<file path="src/sv/vprd_pkg.sv">
// Shared constants, codes and types for the valve position ramp drive.
// Used by every module of the block; depends on nothing else.
`timescale 1ns / 1ps

package vprd_pkg;

	// Field widths.
	localparam int SAMPLE_BITS = 10;
	localparam int POS_W       = 7;
	localparam int DUTY_W      = 8;
	localparam int MS_W        = 16;
	localparam int CFG_W       = 16;
	localparam int IDX_W       = 3;
	localparam int CMD_W       = 2;
	localparam int NUM_W       = SAMPLE_BITS + POS_W;

	// Item commands.
	localparam logic [CMD_W-1:0] CMD_SAMPLE = 2'd0;
	localparam logic [CMD_W-1:0] CMD_TICK   = 2'd1;
	localparam logic [CMD_W-1:0] CMD_CLOSE  = 2'd2;

	// Configuration register indexes.
	localparam logic [IDX_W-1:0] REG_CAL_MIN   = 3'd0;
	localparam logic [IDX_W-1:0] REG_CAL_MAX   = 3'd1;
	localparam logic [IDX_W-1:0] REG_RAMP_STEP = 3'd2;
	localparam logic [IDX_W-1:0] REG_DEADBAND  = 3'd3;
	localparam logic [IDX_W-1:0] REG_IDLE_MS   = 3'd4;
	localparam logic [IDX_W-1:0] REG_LOCKOUT   = 3'd5;
	localparam logic [IDX_W-1:0] REG_FORCE_MS  = 3'd6;

	// Register reset values.
	localparam logic [SAMPLE_BITS-1:0] CAL_MIN_RST  = '0;
	localparam logic [SAMPLE_BITS-1:0] CAL_MAX_RST  = SAMPLE_BITS'(1023);
	localparam logic [POS_W-1:0]       RAMP_RST     = 7'd5;
	localparam logic [POS_W-1:0]       DEADBAND_RST = 7'd2;
	localparam logic [MS_W-1:0]        IDLE_RST     = 16'd500;
	localparam logic [MS_W-1:0]        LOCKOUT_RST  = 16'd5000;
	localparam logic [MS_W-1:0]        FORCE_RST    = 16'd2000;

	// Position and duty constants.
	localparam logic [POS_W-1:0]  POS_MAX   = 7'd100;
	localparam logic [POS_W-1:0]  EDGE_LO   = 7'd20;
	localparam logic [POS_W-1:0]  EDGE_HI   = 7'd80;
	localparam logic [DUTY_W-1:0] DUTY_FULL = 8'd255;
	localparam logic [DUTY_W-1:0] DUTY_BIAS = 8'd50;
	localparam logic [MS_W-1:0]   MS_SAT    = 16'hFFFF;
	localparam logic [NUM_W-1:0]  PCT_SCALE = NUM_W'(100);

	typedef enum logic [1:0] {
		ST_IDLE,
		ST_DIV,
		ST_APPLY
	} vprd_state_t;

	// Commands from the controller to the datapath.
	typedef struct packed {
		logic load;
		logic apply;
	} vprd_cmd_t;

	// Status from the datapath to the controller.
	typedef struct packed {
		logic div_busy;
		logic out_free;
	} vprd_status_t;

endpackage

</file>
<file path="src/sv/valve_position_ramp_drive_core.sv">
// Top level of the valve position ramp drive: controller plus datapath.
// Depends on vprd_pkg, vprd_ctrl, vprd_dp and vprd_div.
//
//   channel   handshake                  payload
//   item      item_valid / item_stall     cmd, pot_sample
//   result    result_valid / result_stall open_duty, close_duty, position, target, locked
//   config    cfg_we                      cfg_index, cfg_data
//
// Every word holds the block until it commits: the accepting edge takes the word and
// starts the divider, the restoring divider scales the pot sample one quotient bit
// at a time, the controller sees it finish and then commits the new valve state,
// which makes the result valid, and only after that commit is the next word taken.
// Ticks and button presses run the same path.
// Reset clears the valve state, loads the register defaults and sets the idle
// counter to its saturated value. A result waits in the output register while
// the next word is accepted and divided; the commit waits only if that
// register is still held by a stalled consumer.
`timescale 1ns / 1ps

module valve_position_ramp_drive_core (
	input  logic                             clk,
	input  logic                             arst_n,
	input  logic                             cfg_we,
	input  logic [vprd_pkg::IDX_W-1:0]       cfg_index,
	input  logic [vprd_pkg::CFG_W-1:0]       cfg_data,
	input  logic                             item_valid,
	output logic                             item_stall,
	input  logic [vprd_pkg::CMD_W-1:0]       cmd,
	input  logic [vprd_pkg::SAMPLE_BITS-1:0] pot_sample,
	output logic                             result_valid,
	input  logic                             result_stall,
	output logic [vprd_pkg::DUTY_W-1:0]      open_duty,
	output logic [vprd_pkg::DUTY_W-1:0]      close_duty,
	output logic [vprd_pkg::POS_W-1:0]       position,
	output logic [vprd_pkg::POS_W-1:0]       target,
	output logic                             locked
);
	import vprd_pkg::*;

	// Commands and status between the controller and the datapath.
	vprd_cmd_t    ctl;
	vprd_status_t sts;

	// The controller owns the input handshake and sequences each word.
	vprd_ctrl u_ctrl (
		.clk        (clk),
		.arst_n     (arst_n),
		.item_valid (item_valid),
		.item_stall (item_stall),
		.sts        (sts),
		.ctl        (ctl)
	);

	// The datapath holds the registers, the valve state and the result register.
	vprd_dp u_dp (
		.clk          (clk),
		.arst_n       (arst_n),
		.cfg_we       (cfg_we),
		.cfg_index    (cfg_index),
		.cfg_data     (cfg_data),
		.cmd          (cmd),
		.pot_sample   (pot_sample),
		.ctl          (ctl),
		.sts          (sts),
		.result_valid (result_valid),
		.result_stall (result_stall),
		.open_duty    (open_duty),
		.close_duty   (close_duty),
		.position     (position),
		.target       (target),
		.locked       (locked)
	);

endmodule

</file>
<file path="src/sv/vprd_div.sv">
// Restoring divider for the calibrated raw position, one quotient bit per cycle.
// Depends on vprd_pkg.
`timescale 1ns / 1ps

module vprd_div (
	input  logic                             clk,
	input  logic                             arst_n,
	input  logic                             start,
	input  logic [vprd_pkg::NUM_W-1:0]       num,
	input  logic [vprd_pkg::SAMPLE_BITS-1:0] den,
	output logic                             busy,
	output logic [vprd_pkg::POS_W-1:0]       quot
);
	import vprd_pkg::*;

	logic                   busy_q;
	logic [NUM_W-1:0]       rem_q;
	logic [SAMPLE_BITS-1:0] den_q;
	logic [2:0]             bit_q;
	logic [POS_W-1:0]       quot_q;
	logic [NUM_W-1:0]       trial;

	// With a valid calibration the quotient never exceeds 100, so seven shifted subtractions cover it.
	assign trial = {{POS_W{1'b0}}, den_q} << bit_q;

	always_ff @(posedge clk or negedge arst_n) begin
		if (!arst_n) begin
			busy_q <= 1'b0;
		end else if (start) begin
			busy_q <= 1'b1;
		end else if (busy_q && (bit_q == 3'd0)) begin
			busy_q <= 1'b0;
		end
	end

	always_ff @(posedge clk) begin
		if (start) begin
			rem_q  <= num;
			den_q  <= den;
			bit_q  <= 3'(POS_W - 1);
			quot_q <= '0;
		end else if (busy_q) begin
			if (rem_q >= trial) begin
				rem_q         <= rem_q - trial;
				quot_q[bit_q] <= 1'b1;
			end
			bit_q <= bit_q - 3'd1;
		end
	end

	assign busy = busy_q;
	assign quot = quot_q;

endmodule

</file>
<file path="src/sv/vprd_dp.sv">
// Datapath: configuration registers, valve state, divider and result register.
// Depends on vprd_pkg and vprd_div.
`timescale 1ns / 1ps

module vprd_dp (
	input  logic                             clk,
	input  logic                             arst_n,
	input  logic                             cfg_we,
	input  logic [vprd_pkg::IDX_W-1:0]       cfg_index,
	input  logic [vprd_pkg::CFG_W-1:0]       cfg_data,
	input  logic [vprd_pkg::CMD_W-1:0]       cmd,
	input  logic [vprd_pkg::SAMPLE_BITS-1:0] pot_sample,
	input  vprd_pkg::vprd_cmd_t              ctl,
	output vprd_pkg::vprd_status_t           sts,
	output logic                             result_valid,
	input  logic                             result_stall,
	output logic [vprd_pkg::DUTY_W-1:0]      open_duty,
	output logic [vprd_pkg::DUTY_W-1:0]      close_duty,
	output logic [vprd_pkg::POS_W-1:0]       position,
	output logic [vprd_pkg::POS_W-1:0]       target,
	output logic                             locked
);
	import vprd_pkg::*;

	// Maps raw 20..80 onto 0..100: (raw - 20) * 5 / 3, the divide by three
	// done as a multiply by 683 / 2048, exact for the values that reach it.
	function automatic logic [POS_W-1:0] target_of(input logic [POS_W-1:0] raw);
		logic [POS_W-1:0] span;
		logic [8:0]       span5;
		logic [18:0]      prod;
		span  = raw - EDGE_LO;
		span5 = {2'b00, span} * 9'd5;
		prod  = {10'b0, span5} * 19'd683;
		if (raw < EDGE_LO) begin
			return '0;
		end else if (raw > EDGE_HI) begin
			return POS_MAX;
		end else begin
			return prod[17:11];
		end
	endfunction

	// Configuration.
	logic [SAMPLE_BITS-1:0] cal_min_q, cal_max_q;
	logic [POS_W-1:0]       ramp_q, deadband_q;
	logic [MS_W-1:0]        idle_ms_q, lockout_ms_q, force_ms_q;

	// Valve state.
	logic [POS_W-1:0]       cur_q, target_q;
	logic [SAMPLE_BITS-1:0] prev_q;
	logic [DUTY_W-1:0]      open_q, close_q;
	logic [MS_W-1:0]        idle_q, lock_q, force_q;

	// Held item.
	logic [CMD_W-1:0]       cmd_q;
	logic [SAMPLE_BITS-1:0] sample_q;

	// Result register.
	logic                   rvalid_q;
	logic [DUTY_W-1:0]      r_open_q, r_close_q;
	logic [POS_W-1:0]       r_pos_q, r_target_q;
	logic                   r_locked_q;

	// Divider hookup.
	logic [SAMPLE_BITS-1:0] clamp_lo, clamp_x;
	logic [NUM_W-1:0]       num;
	logic [SAMPLE_BITS-1:0] den;
	logic                   div_busy;
	logic [POS_W-1:0]       quot;

	// Next state.
	logic                   cal_ok, locked_now, move, up, down, rising, falling;
	logic [POS_W-1:0]       raw, t, c, diff, c_dn, c_new;
	logic [POS_W:0]         c_upw;
	logic [DUTY_W-1:0]      bias;
	logic [POS_W-1:0]       nxt_cur, nxt_target;
	logic [SAMPLE_BITS-1:0] nxt_prev;
	logic [DUTY_W-1:0]      nxt_open, nxt_close;
	logic [MS_W-1:0]        nxt_idle, nxt_lock, nxt_force;

	always_ff @(posedge clk or negedge arst_n) begin
		if (!arst_n) begin
			cal_min_q    <= CAL_MIN_RST;
			cal_max_q    <= CAL_MAX_RST;
			ramp_q       <= RAMP_RST;
			deadband_q   <= DEADBAND_RST;
			idle_ms_q    <= IDLE_RST;
			lockout_ms_q <= LOCKOUT_RST;
			force_ms_q   <= FORCE_RST;
		end else if (cfg_we) begin
			unique case (cfg_index)
				REG_CAL_MIN:   cal_min_q    <= cfg_data[SAMPLE_BITS-1:0];
				REG_CAL_MAX:   cal_max_q    <= cfg_data[SAMPLE_BITS-1:0];
				REG_RAMP_STEP: ramp_q       <= cfg_data[POS_W-1:0];
				REG_DEADBAND:  deadband_q   <= cfg_data[POS_W-1:0];
				REG_IDLE_MS:   idle_ms_q    <= cfg_data[MS_W-1:0];
				REG_LOCKOUT:   lockout_ms_q <= cfg_data[MS_W-1:0];
				REG_FORCE_MS:  force_ms_q   <= cfg_data[MS_W-1:0];
				default: ;
			endcase
		end
	end

	// The numerator is formed from the incoming sample so the divider starts
	// at the edge that takes the word.
	assign clamp_lo = (pot_sample < cal_min_q) ? cal_min_q : pot_sample;
	assign clamp_x  = (clamp_lo > cal_max_q) ? cal_max_q : clamp_lo;
	assign num      = {{POS_W{1'b0}}, clamp_x - cal_min_q} * PCT_SCALE;
	assign den      = cal_max_q - cal_min_q;

	vprd_div u_div (
		.clk    (clk),
		.arst_n (arst_n),
		.start  (ctl.load),
		.num    (num),
		.den    (den),
		.busy   (div_busy),
		.quot   (quot)
	);

	always_ff @(posedge clk) begin
		if (ctl.load) begin
			cmd_q    <= cmd;
			sample_q <= pot_sample;
		end
	end

	always_comb begin
		cal_ok     = cal_max_q > cal_min_q;
		locked_now = (force_q != '0) || (lock_q != '0);
		raw        = cal_ok ? quot : '0;
		t          = target_of(raw);
		c          = cur_q;
		up         = t > c;
		down       = t < c;
		diff       = up ? (t - c) : (c - t);
		move       = (diff > deadband_q) || ((t == '0) && (c != '0)) ||
		             ((t == POS_MAX) && (c < POS_MAX));
		rising     = sample_q > prev_q;
		falling    = sample_q < prev_q;
		bias       = {1'b0, diff} + DUTY_BIAS;
		c_upw      = {1'b0, c} + {1'b0, ramp_q};
		c_dn       = (c > ramp_q) ? (c - ramp_q) : '0;
		c_new      = c;

		nxt_cur    = cur_q;
		nxt_target = target_q;
		nxt_prev   = prev_q;
		nxt_open   = open_q;
		nxt_close  = close_q;
		nxt_idle   = idle_q;
		nxt_lock   = lock_q;
		nxt_force  = force_q;

		case (cmd_q)
			CMD_SAMPLE: begin
				if (!locked_now) begin
					nxt_target = t;
					nxt_prev   = sample_q;
					if (move) begin
						nxt_idle = '0;
						if (up) begin
							nxt_open  = (raw > EDGE_HI && rising) ? DUTY_FULL : bias;
							nxt_close = '0;
							c_new     = (c_upw > {1'b0, t}) ? t : c_upw[POS_W-1:0];
						end else if (down) begin
							nxt_close = (raw < EDGE_LO && falling) ? DUTY_FULL : bias;
							nxt_open  = '0;
							c_new     = (c_dn < t) ? t : c_dn;
						end
						// End stops snap exactly.
						if (t == '0) begin
							c_new = '0;
						end
						if (t == POS_MAX) begin
							c_new = POS_MAX;
						end
						nxt_cur = c_new;
					end
				end
			end
			CMD_TICK: begin
				if (idle_q != MS_SAT) begin
					nxt_idle = idle_q + 16'd1;
				end
				if (lock_q != '0) begin
					nxt_lock = lock_q - 16'd1;
				end
				if (force_q != '0) begin
					nxt_force = force_q - 16'd1;
					if (force_q == 16'd1) begin
						nxt_open  = '0;
						nxt_close = '0;
					end
				end
			end
			CMD_CLOSE: begin
				if (force_q == '0) begin
					nxt_cur   = '0;
					nxt_open  = '0;
					nxt_force = force_ms_q;
					nxt_lock  = lockout_ms_q;
					nxt_close = (force_ms_q != '0) ? DUTY_FULL : '0;
				end
			end
			default: ;
		endcase

		if ((nxt_force == '0) && (nxt_idle > idle_ms_q)) begin
			nxt_open  = '0;
			nxt_close = '0;
		end
	end

	always_ff @(posedge clk or negedge arst_n) begin
		if (!arst_n) begin
			cur_q    <= '0;
			target_q <= '0;
			prev_q   <= '0;
			open_q   <= '0;
			close_q  <= '0;
			idle_q   <= MS_SAT;
			lock_q   <= '0;
			force_q  <= '0;
			rvalid_q <= 1'b0;
		end else begin
			if (ctl.apply) begin
				cur_q    <= nxt_cur;
				target_q <= nxt_target;
				prev_q   <= nxt_prev;
				open_q   <= nxt_open;
				close_q  <= nxt_close;
				idle_q   <= nxt_idle;
				lock_q   <= nxt_lock;
				force_q  <= nxt_force;
				rvalid_q <= 1'b1;
			end else if (!result_stall) begin
				rvalid_q <= 1'b0;
			end
		end
	end

	always_ff @(posedge clk) begin
		if (ctl.apply) begin
			r_open_q   <= nxt_open;
			r_close_q  <= nxt_close;
			r_pos_q    <= nxt_cur;
			r_target_q <= nxt_target;
			r_locked_q <= (nxt_force != '0) || (nxt_lock != '0);
		end
	end

	assign sts.div_busy = div_busy;
	assign sts.out_free = !rvalid_q || !result_stall;

	assign result_valid = rvalid_q;
	assign open_duty    = r_open_q;
	assign close_duty   = r_close_q;
	assign position     = r_pos_q;
	assign target       = r_target_q;
	assign locked       = r_locked_q;

endmodule

</file>
<file path="src/sv/vprd_ctrl.sv">
// Controller state machine: takes a word, waits on the divider, commits the result.
// Depends on vprd_pkg.
`timescale 1ns / 1ps

module vprd_ctrl (
	input  logic                   clk,
	input  logic                   arst_n,
	input  logic                   item_valid,
	output logic                   item_stall,
	input  vprd_pkg::vprd_status_t sts,
	output vprd_pkg::vprd_cmd_t    ctl
);
	import vprd_pkg::*;

	vprd_state_t state_q, state_nxt;

	always_ff @(posedge clk or negedge arst_n) begin
		if (!arst_n) begin
			state_q <= ST_IDLE;
		end else begin
			state_q <= state_nxt;
		end
	end

	always_comb begin
		state_nxt  = state_q;
		ctl.load   = 1'b0;
		ctl.apply  = 1'b0;
		item_stall = 1'b1;
		unique case (state_q)
			ST_IDLE: begin
				item_stall = 1'b0;
				if (item_valid) begin
					ctl.load  = 1'b1;
					state_nxt = ST_DIV;
				end
			end
			ST_DIV: begin
				if (!sts.div_busy) begin
					state_nxt = ST_APPLY;
				end
			end
			ST_APPLY: begin
				if (sts.out_free) begin
					ctl.apply = 1'b1;
					state_nxt = ST_IDLE;
				end
			end
			default: state_nxt = ST_IDLE;
		endcase
	end

endmodule

</file>
<file path="config.mk">
export PLATFORM = sky130hd
export DESIGN_NAME = valve_position_ramp_drive_core
export DESIGN_NICKNAME = d
export VERILOG_FILES = /design/src/sv/vprd_pkg.sv /design/src/sv/valve_position_ramp_drive_core.sv /design/src/sv/vprd_div.sv /design/src/sv/vprd_dp.sv /design/src/sv/vprd_ctrl.sv
export SDC_FILE = /design/constraint.sdc
export NUM_CORES = 1
export LEC_CHECK = 0
export ABC_AREA = 1
export BUFFER_PORTS_ARGS = -buffer_cell sky130_fd_sc_hd__buf_4
export CORE_ASPECT_RATIO = 0.75
export CORE_UTILIZATION = 45
export CTS_BUF_LIST = sky130_fd_sc_hd__clkbuf_4 sky130_fd_sc_hd__clkbuf_8
export CTS_CLUSTER_DIAMETER = 60
export DETAILED_ROUTE_END_ITERATION = 10
export PLACE_DENSITY_LB_ADDON = 0.08
export SLEW_MARGIN = 20
export SYNTH_ARGS = -nofsm -noshare
export SYNTH_HDL_FRONTEND = slang
export SYNTH_SLANG_ARGS = --single-unit
</file>
<file path="constraint.sdc">
create_clock -name clk -period 12.1 [get_ports clk]
set_clock_uncertainty 0.15 [all_clocks]
set_input_delay 1.815 -clock clk [delete_from_list [all_inputs] [get_ports clk]]
set_output_delay 1.815 -clock clk [all_outputs]
set_load 0.01 [all_outputs]
</file>
# Word level (Yosys, flattened, before mapping)
# Cells that the tools add are included.
# word_totals
register_bits,254
in_bits,36
out_inout_bits,33
wordCells,193
# op_classes
n_addsub,13
mul,3
order_cmp,18
n_eq_ne,17
n_shift,1
n_mux,68
n_bitwise,2
n_reduce_logical,41
# op_table
cell,n
8-bit two-way mux,19
16-bit two-way mux,7
7-bit two-way mux,16
16-bit one-hot mux with 2 select lines,3
16-bit nonzero test,5
17-bit two-way mux,3
8-bit one-hot mux with 3 select lines,2
16-bit logical NOT,2
16-bit by 1-bit subtractor with 16-bit output (second input constant),2
10-bit greater-than comparator,3
7-bit greater-than comparator,3
7-bit subtractor,3
10-bit less-than comparator,2
10-bit two-way mux,2
10-bit subtractor,2
9-bit by 10-bit multiplier with 18-bit output (second input constant),1
2-bit AND reduction,9
17-bit greater-or-equal comparator,1
10-bit by 3-bit << shifter with 17-bit output,1
17-bit subtractor,1
16-bit by 1-bit adder with 16-bit output (second input constant),1
16-bit by 1-bit == test with 1-bit output (second input constant),1
16-bit greater-than comparator,1
16-bit != test (second input constant),1
37 further kinds,72

# Longest topological paths before layout
# logic_depth
word_depth,18
mapped_depth,79
depth_no_buf,76

# Hierarchy
# From an unflattened synthesis, not the netlist that was laid out.
# hier_totals
cells_unflattened,2911
area_unflattened_um2,21294.2
# by_module_without_submodules
module,instances,cells_each,area_each_um2
vprd_dp,1,2502,18366.4
vprd_div,1,394,2812.7
vprd_ctrl,1,15,115.1

# Worst setup path after synthesis
# OpenSTA, ideal clock, no wires.
# synth_path
kind,reg2reg
from,register u_dp.cal_max_q[0]
to,"register u_dp.r_close_q[0], in the netlist u_dp.close_duty[0] (data pin)"
setup_time_ns,0.256
arrival_time_ns,11.198
required_ns,11.694
slack_ns,0.496
path_stages_with_launch,73
path_buffers,3
period_less_slack_ns,11.604
cell_sequence,dfstp_2 -> inv_1 -> ha_1 -> fa_1 -> inv_1 -> nand3_1 -> nand3_2 -> nand2_2 -> inv_1 -> nand2_1 -> ha_1 -> inv_1 -> nand4_1 -> nand2_1 -> inv_1 -> ha_1 -> ha_1 -> nand3_1 -> (+37 left out) -> o221ai_1 -> nand2_1 -> nand3_4 -> nand2_4 -> buf_6 -> nand3_1 -> o211ai_1 -> ha_1 -> nand2_1 -> inv_1 -> nand3_1 -> o221ai_1 -> nand2_1 -> a32oi_1 -> nand2_2 -> buf_2 -> nand2_1 -> nor2_1
# synth_via
elab_chain_cells,18
elab_cells_between_ends,35
classes_between,4 x add/sub; 2 x mul; 7 x order compare; 1 x eq/ne; 14 x mux; 7 x reduce/logical
# synth_rtl
item,line,source
from (decl),vprd_dp.sv:44,"logic [SAMPLE_BITS-1:0] cal_min_q, cal_max_q;"
from (signal assigned),vprd_dp.sv:93,REG_CAL_MAX: cal_max_q <= cfg_data[SAMPLE_BITS-1:0];
10-bit greater-than comparator (*),vprd_dp.sv:129,cal_ok = cal_max_q > cal_min_q;
7-bit two-way mux (*),vprd_dp.sv:131,raw = cal_ok ? quot : '0;
7-bit by 5-bit subtractor with 7-bit output,vprd_dp.sv:31,span = raw - EDGE_LO;
7-bit by 3-bit multiplier with 9-bit output,vprd_dp.sv:32,"span5 = {2'b00, span} * 9'd5;"
9-bit by 10-bit multiplier with 18-bit output,vprd_dp.sv:33,"prod = {10'b0, span5} * 19'd683;"
7-bit two-way mux,vprd_dp.sv:36,end else if (raw > EDGE_HI) begin
7-bit two-way mux (*),vprd_dp.sv:34,if (raw < EDGE_LO) begin
7-bit subtractor or 7-bit greater-than comparator (tied branches),"vprd_dp.sv:136, vprd_dp.sv:134",
(+4 left out),n/a,
16-bit two-way mux (*),vprd_dp.sv:160,if (move) begin
16-bit two-way mux (*),vprd_dp.sv:157,if (!locked_now) begin
16-bit one-hot mux with 2 select lines (*),vprd_dp.sv:155,case (cmd_q)
via u_dp.nxt_idle[7],vprd_dp.sv:79,"logic [MS_W-1:0] nxt_idle, nxt_lock, nxt_force;"
16-bit greater-than comparator (*),vprd_dp.sv:209,if ((nxt_force == '0) && (nxt_idle > idle_ms_q)) begin
1-bit logical AND (*),vprd_dp.sv:209,
8-bit two-way mux (*),vprd_dp.sv:209,
via u_dp.nxt_close[0],vprd_dp.sv:78,"logic [DUTY_W-1:0] nxt_open, nxt_close;"
to (signal assigned),vprd_dp.sv:246,r_close_q <= nxt_close;
to (decl),vprd_dp.sv:60,"logic [DUTY_W-1:0] r_open_q, r_close_q;"
# Mark *: on every way through the listed nets, which the timed path passes. The rest lies on a longest branch.
# A chain may end at the register's enable or synchronous reset.

# Worst setup path after layout
# layout_path
from,register u_dp.cal_max_q[0]
to,register u_dp.close_q[4]
# layout_via
elab_chain_cells,18
elab_cells_between_ends,35
classes_between,4 x add/sub; 2 x mul; 7 x order compare; 1 x eq/ne; 14 x mux; 7 x reduce/logical
# layout_rtl
item,line,source
10-bit greater-than comparator (*),vprd_dp.sv:129,
7-bit two-way mux (*),vprd_dp.sv:131,
7-bit by 5-bit subtractor with 7-bit output,vprd_dp.sv:31,
7-bit by 3-bit multiplier with 9-bit output,vprd_dp.sv:32,
9-bit by 10-bit multiplier with 18-bit output,vprd_dp.sv:33,
7-bit two-way mux,vprd_dp.sv:36,
7-bit two-way mux (*),vprd_dp.sv:34,
7-bit subtractor or 7-bit greater-than comparator (tied branches),"vprd_dp.sv:136, vprd_dp.sv:134",
(+3 left out),n/a,
1-bit logical OR (*),vprd_dp.sv:137,move = (diff > deadband_q) || ((t == '0) && (c != '0)) ||
16-bit two-way mux (*),vprd_dp.sv:160,
16-bit two-way mux (*),vprd_dp.sv:157,
16-bit one-hot mux with 2 select lines (*),vprd_dp.sv:155,
via u_dp.nxt_idle[1],vprd_dp.sv:79,
16-bit greater-than comparator (*),vprd_dp.sv:209,
1-bit logical AND (*),vprd_dp.sv:209,
8-bit two-way mux (*),vprd_dp.sv:209,
to (signal assigned),vprd_dp.sv:232,close_q <= nxt_close;
to (decl),vprd_dp.sv:51,"logic [DUTY_W-1:0] open_q, close_q;"
# Marked as above.

==> run_results.csv <==
group,metric,value,unit
detailed_routing,drt.antenna.violating_nets,0,
timing,report.final.slew_viol_count,0,
setup_path,critical-path-top-delay-family,"adder cells",
clocking,cts_max_path_buffers,3,
setup_path,cp-end-kind,"flip-flop",
place,gp_weighted_congestion,0.927,
setup_path,critical_path_required,12.46,ns
place,placement.io_buffers,68,
layout,finalNetCount,3237,
yosys,synth.lib_cells_used.distinct,59,
setup_path,startpoint,"u_dp.cal_max_q[0]$_DFFE_PN1P_",
yosys,post-synth-top-area-fraction,0.152,
yosys,synth_seq_area_share,0.318,
setup_path,worst-path-stages,73,
setup_path,path_common_cell,"nand2_1",
setup_path,critPathMaxFanout,10,
yosys,synthesis.area,21000,um2
setup_path,setup.worst_path.start_class,"flip-flop",
floorplan,core_area,46000,um2
timing,final.min_clock_period,11.68,ns
floorplan,floorplan.io_pins,69,
detailed_routing,highest_layer,"met4",
global_routing,pin_count_of_the_biggest_net_entering_global_routing,90,
timing,timing_hold_violations_final,0,
yosys,post_synth.cell_area_avg,7.35,um2
layout,final_layout_size_suffix_gt1_frac,0.130,
setup_path,reg2reg_to,"u_dp.close_q[4]$_DFFE_PN0P_",
worst_hold_path,worst_hold_path_type,"flip-flop to flip-flop",
global_routing,wire_length_of_the_first_global_routing_pass,97.7,mm
yosys,yosys-top-cells-count,"nand2_1 (683), inv_1 (404), o21ai_0 (274)",
yosys,synth_edf_count,68,
yosys,dominantRegCellSynth,"dfrtp_1",
place,dp_hpwl,45.1,mm
layout,final_cells,3613,
detailed_routing,dr.first_iter.drc_count,1516,
clocking,cts_made_buffers,45,
timing,setup_tns,0,ns
clocking,cts.htree.levels,2,
detailed_routing,vias,19537,
clocking,ctsHoldBuffers,0,
detailed_routing,dr_wl_met3,4.20,mm
timing,fin_hold_ws,0.331,ns
setup_path,path_buf_inv,17,
yosys,synthesis.instances,2863,
timing,fin_crit_sh,0.966,
run_status,status,"finished clean",
yosys,syn_nets,3154,
clocking,clk_root_buffer_cell,"clkbuf_8",
setup_path,worstSetupPathType,"flip-flop to flip-flop",
floorplan,die_width,252,um
detailed_routing,vias_per_cell,5.41,
floorplan,die_area,47600,um2
clocking,tritoncts,"done",
setup_path,timing.rr.start,"u_dp.cal_max_q[0]$_DFFE_PN1P_",
setup_path,arrival,12.04,ns
yosys,yosys-top-cells-area,"dfrtp_1 (15%), ha_1 (13%), nand2_1 (12%)",
detailed_routing,detailroute.wirelength.met2,25.3,mm
detailed_routing,totalWireLength,61.3,mm
setup_path,r2r.worst_path.cells,73,
yosys,most_common_cell_in_the_synthesized_netlist,"nand2_1",
setup_path,r2r_slack,0.42,ns
yosys,postSynthRegisterBits,254,
yosys,synth-async-reset-ratio,0.685,
global_routing,grt_overflow_total,0,
global_routing,overall_routing_resource_usage,0.256,
job,cap_violations,0,
detailed_routing,dr.pass1.iters,8,
clocking,post_cts_clock_slew_at_the_launch_and_capture_registers_of_the_worst_setup_and_hold_paths,0.06,ns
timing,final-setup-viol-count,0,
detailed_routing,met1Wirelength,30.5,mm
timing,tightest_slew,1.17,ns
setup_path,timing.critical_path.slowest_stage_cell,"dfstp_2",
floorplan,start_util,0.457,
layout,syn_to_layout_area_delta,13.7,%
yosys,synthesis.yosys.warnings,0,
place,post_placement_cell_count,3498,
layout,antenna_cells_inserted,0,
floorplan,placement_rows,68,
global_routing,grt_antenna_before_repair,0,
detailed_routing,drc,0,
yosys,post-synth-top-area-cell,"dfrtp_1",
setup_path,critPathMaxStageDelay,0.55,ns
clocking,clkSinkCount,254,
clocking,clock_latency_of_the_later_clocked_register_in_the_worst_skew_pair,0.65,ns
global_routing,grt_pass1_vias,18351,
detailed_routing,detail_route.wl_per_cell,17.0,um
setup_path,cp-endpoint,"u_dp.close_q[4]$_DFFE_PN0P_",
floorplan,chipHeight,189,um
timing,fmaxAchievable,85.6,MHz
timing,max_slew_margin,0.216,
layout,finish.utilization,0.520,
-- timing repair --
item,CTS,global route
pin swaps,2,47
cloned,2,3
endpoints found under the setup margin,32,32
resized for setup,9,96
buffers inserted,6,20
-- worst min path at each step --
stage | depth (start not counted) | endpoint | start
detailed placement | 2 | u_dp.lockout_ms_q[2]$_DFFE_PN0P_ | u_dp.lockout_ms_q[2]$_DFFE_PN0P_
global route | 2 | u_dp.target_q[0]$_DFFE_PN0P_ | u_dp.target_q[0]$_DFFE_PN0P_
CTS | 2 | u_dp.lockout_ms_q[2]$_DFFE_PN0P_ | u_dp.lockout_ms_q[2]$_DFFE_PN0P_
finish | 2 | u_dp.lockout_ms_q[2]$_DFFE_PN0P_ | u_dp.lockout_ms_q[2]$_DFFE_PN0P_
floorplan | 2 | u_dp.lockout_ms_q[0]$_DFFE_PN0P_ | u_dp.lockout_ms_q[0]$_DFFE_PN0P_
global placement | 2 | u_dp.lockout_ms_q[1]$_DFFE_PN0P_ | u_dp.lockout_ms_q[1]$_DFFE_PN0P_
-- layout by cell type (no fill, tap or decap), types with 16 or more instances in the layout --
master	n
nand2_1	659
inv_1	397
o21ai_0	270
nor2_1	208
ha_1	204
nand3_1	175
a21oi_1	172
dfrtp_1	128
buf_4	121
edfxtp_1	68
clkbuf_8	49
dfstp_2	46
xor2_1	40
o211ai_1	33
nand2_2	31
fa_1	30
nand4_1	24
nor3_1	22
xnor2_1	22
a21oi_2	18
o22ai_1	16
-- registers in the layout, indices dropped and copies added (netlist names), 8 cells and up --
| name | flops |
|---|---|
| u_dp.idle_q | 16 |
| u_dp.lock_q | 16 |
| u_dp.cal_max_q | 10 |
| u_dp.prev_q | 10 |
| u_dp.close_q | 8 |
| u_dp.force_q | 16 |
| u_dp.open_duty | 8 |
| u_dp.lockout_ms_q | 16 |
| u_dp.sample_q | 10 |
| u_dp.open_q | 8 |
| u_dp.close_duty | 8 |
| u_dp.cal_min_q | 10 |
| u_dp.force_ms_q | 16 |
| u_dp.idle_ms_q | 16 |
| u_dp.u_div.den_q | 10 |
| u_dp.u_div.rem_q | 17 |
-- tightest hold or removal path: cells and delay by family, from the launching register on --
kind               cells  cell delay [ns]
DFF                    1             0.34
AOI/OAI and AO/OA      1             0.06
and+or+nand+nor        1             0.05
-- cell type report --
class                           instances  area, um2
Fill cell                            4487      22100
Clock inverter                         20        204
Inverter                              408       1540
Timing Repair Buffer                  127        991
Multi-Input combinational cell       2110      12900
Tap cell                              630        788
Clock buffer                           64        787
Sequential cell                       254       6690
-- logic make-up (layout without fill, tap and decap cells) --
kind of cell               Yosys count  in the layout  synth area share
and+or+nand+nor                   1184           1187             0.240
AOI/OAI and AO/OA                  602            602             0.160
buffers and inverters              502            619            0.0918
adders and majority gates          255            255             0.163
DFF                                254            254             0.318
xor gates and xnor gates            64             64            0.0266
muxes                                2              2          0.000951
-- layer usage --
layer / track usage / vias to the layer above
met5: 0 / -
met4: 0.0668 / 0
met3: 0.0447 / 84
met2: 0.370 / 576
met1: 0.390 / 9194
li1: - / 9683
-- through the flow --
| step | setup WS, ns | cell area (um2) |
|---|---|---|
| 2_1_floorplan | 0.496 | 21000 |
| 3_3_place_gp | -0.269 | 22200 |
| 3_5_place_dp | -0.574 | 22200 |
| 4_1_cts | 0.0336 | 23300 |
| 5_1_grt | -0.179 | 23900 |
| 6_report | 0.416 | 23900 |
Power is left out: the tool's default activity adds up to more than one toggle a clock period on the data nets, which glitch-free logic cannot reach.
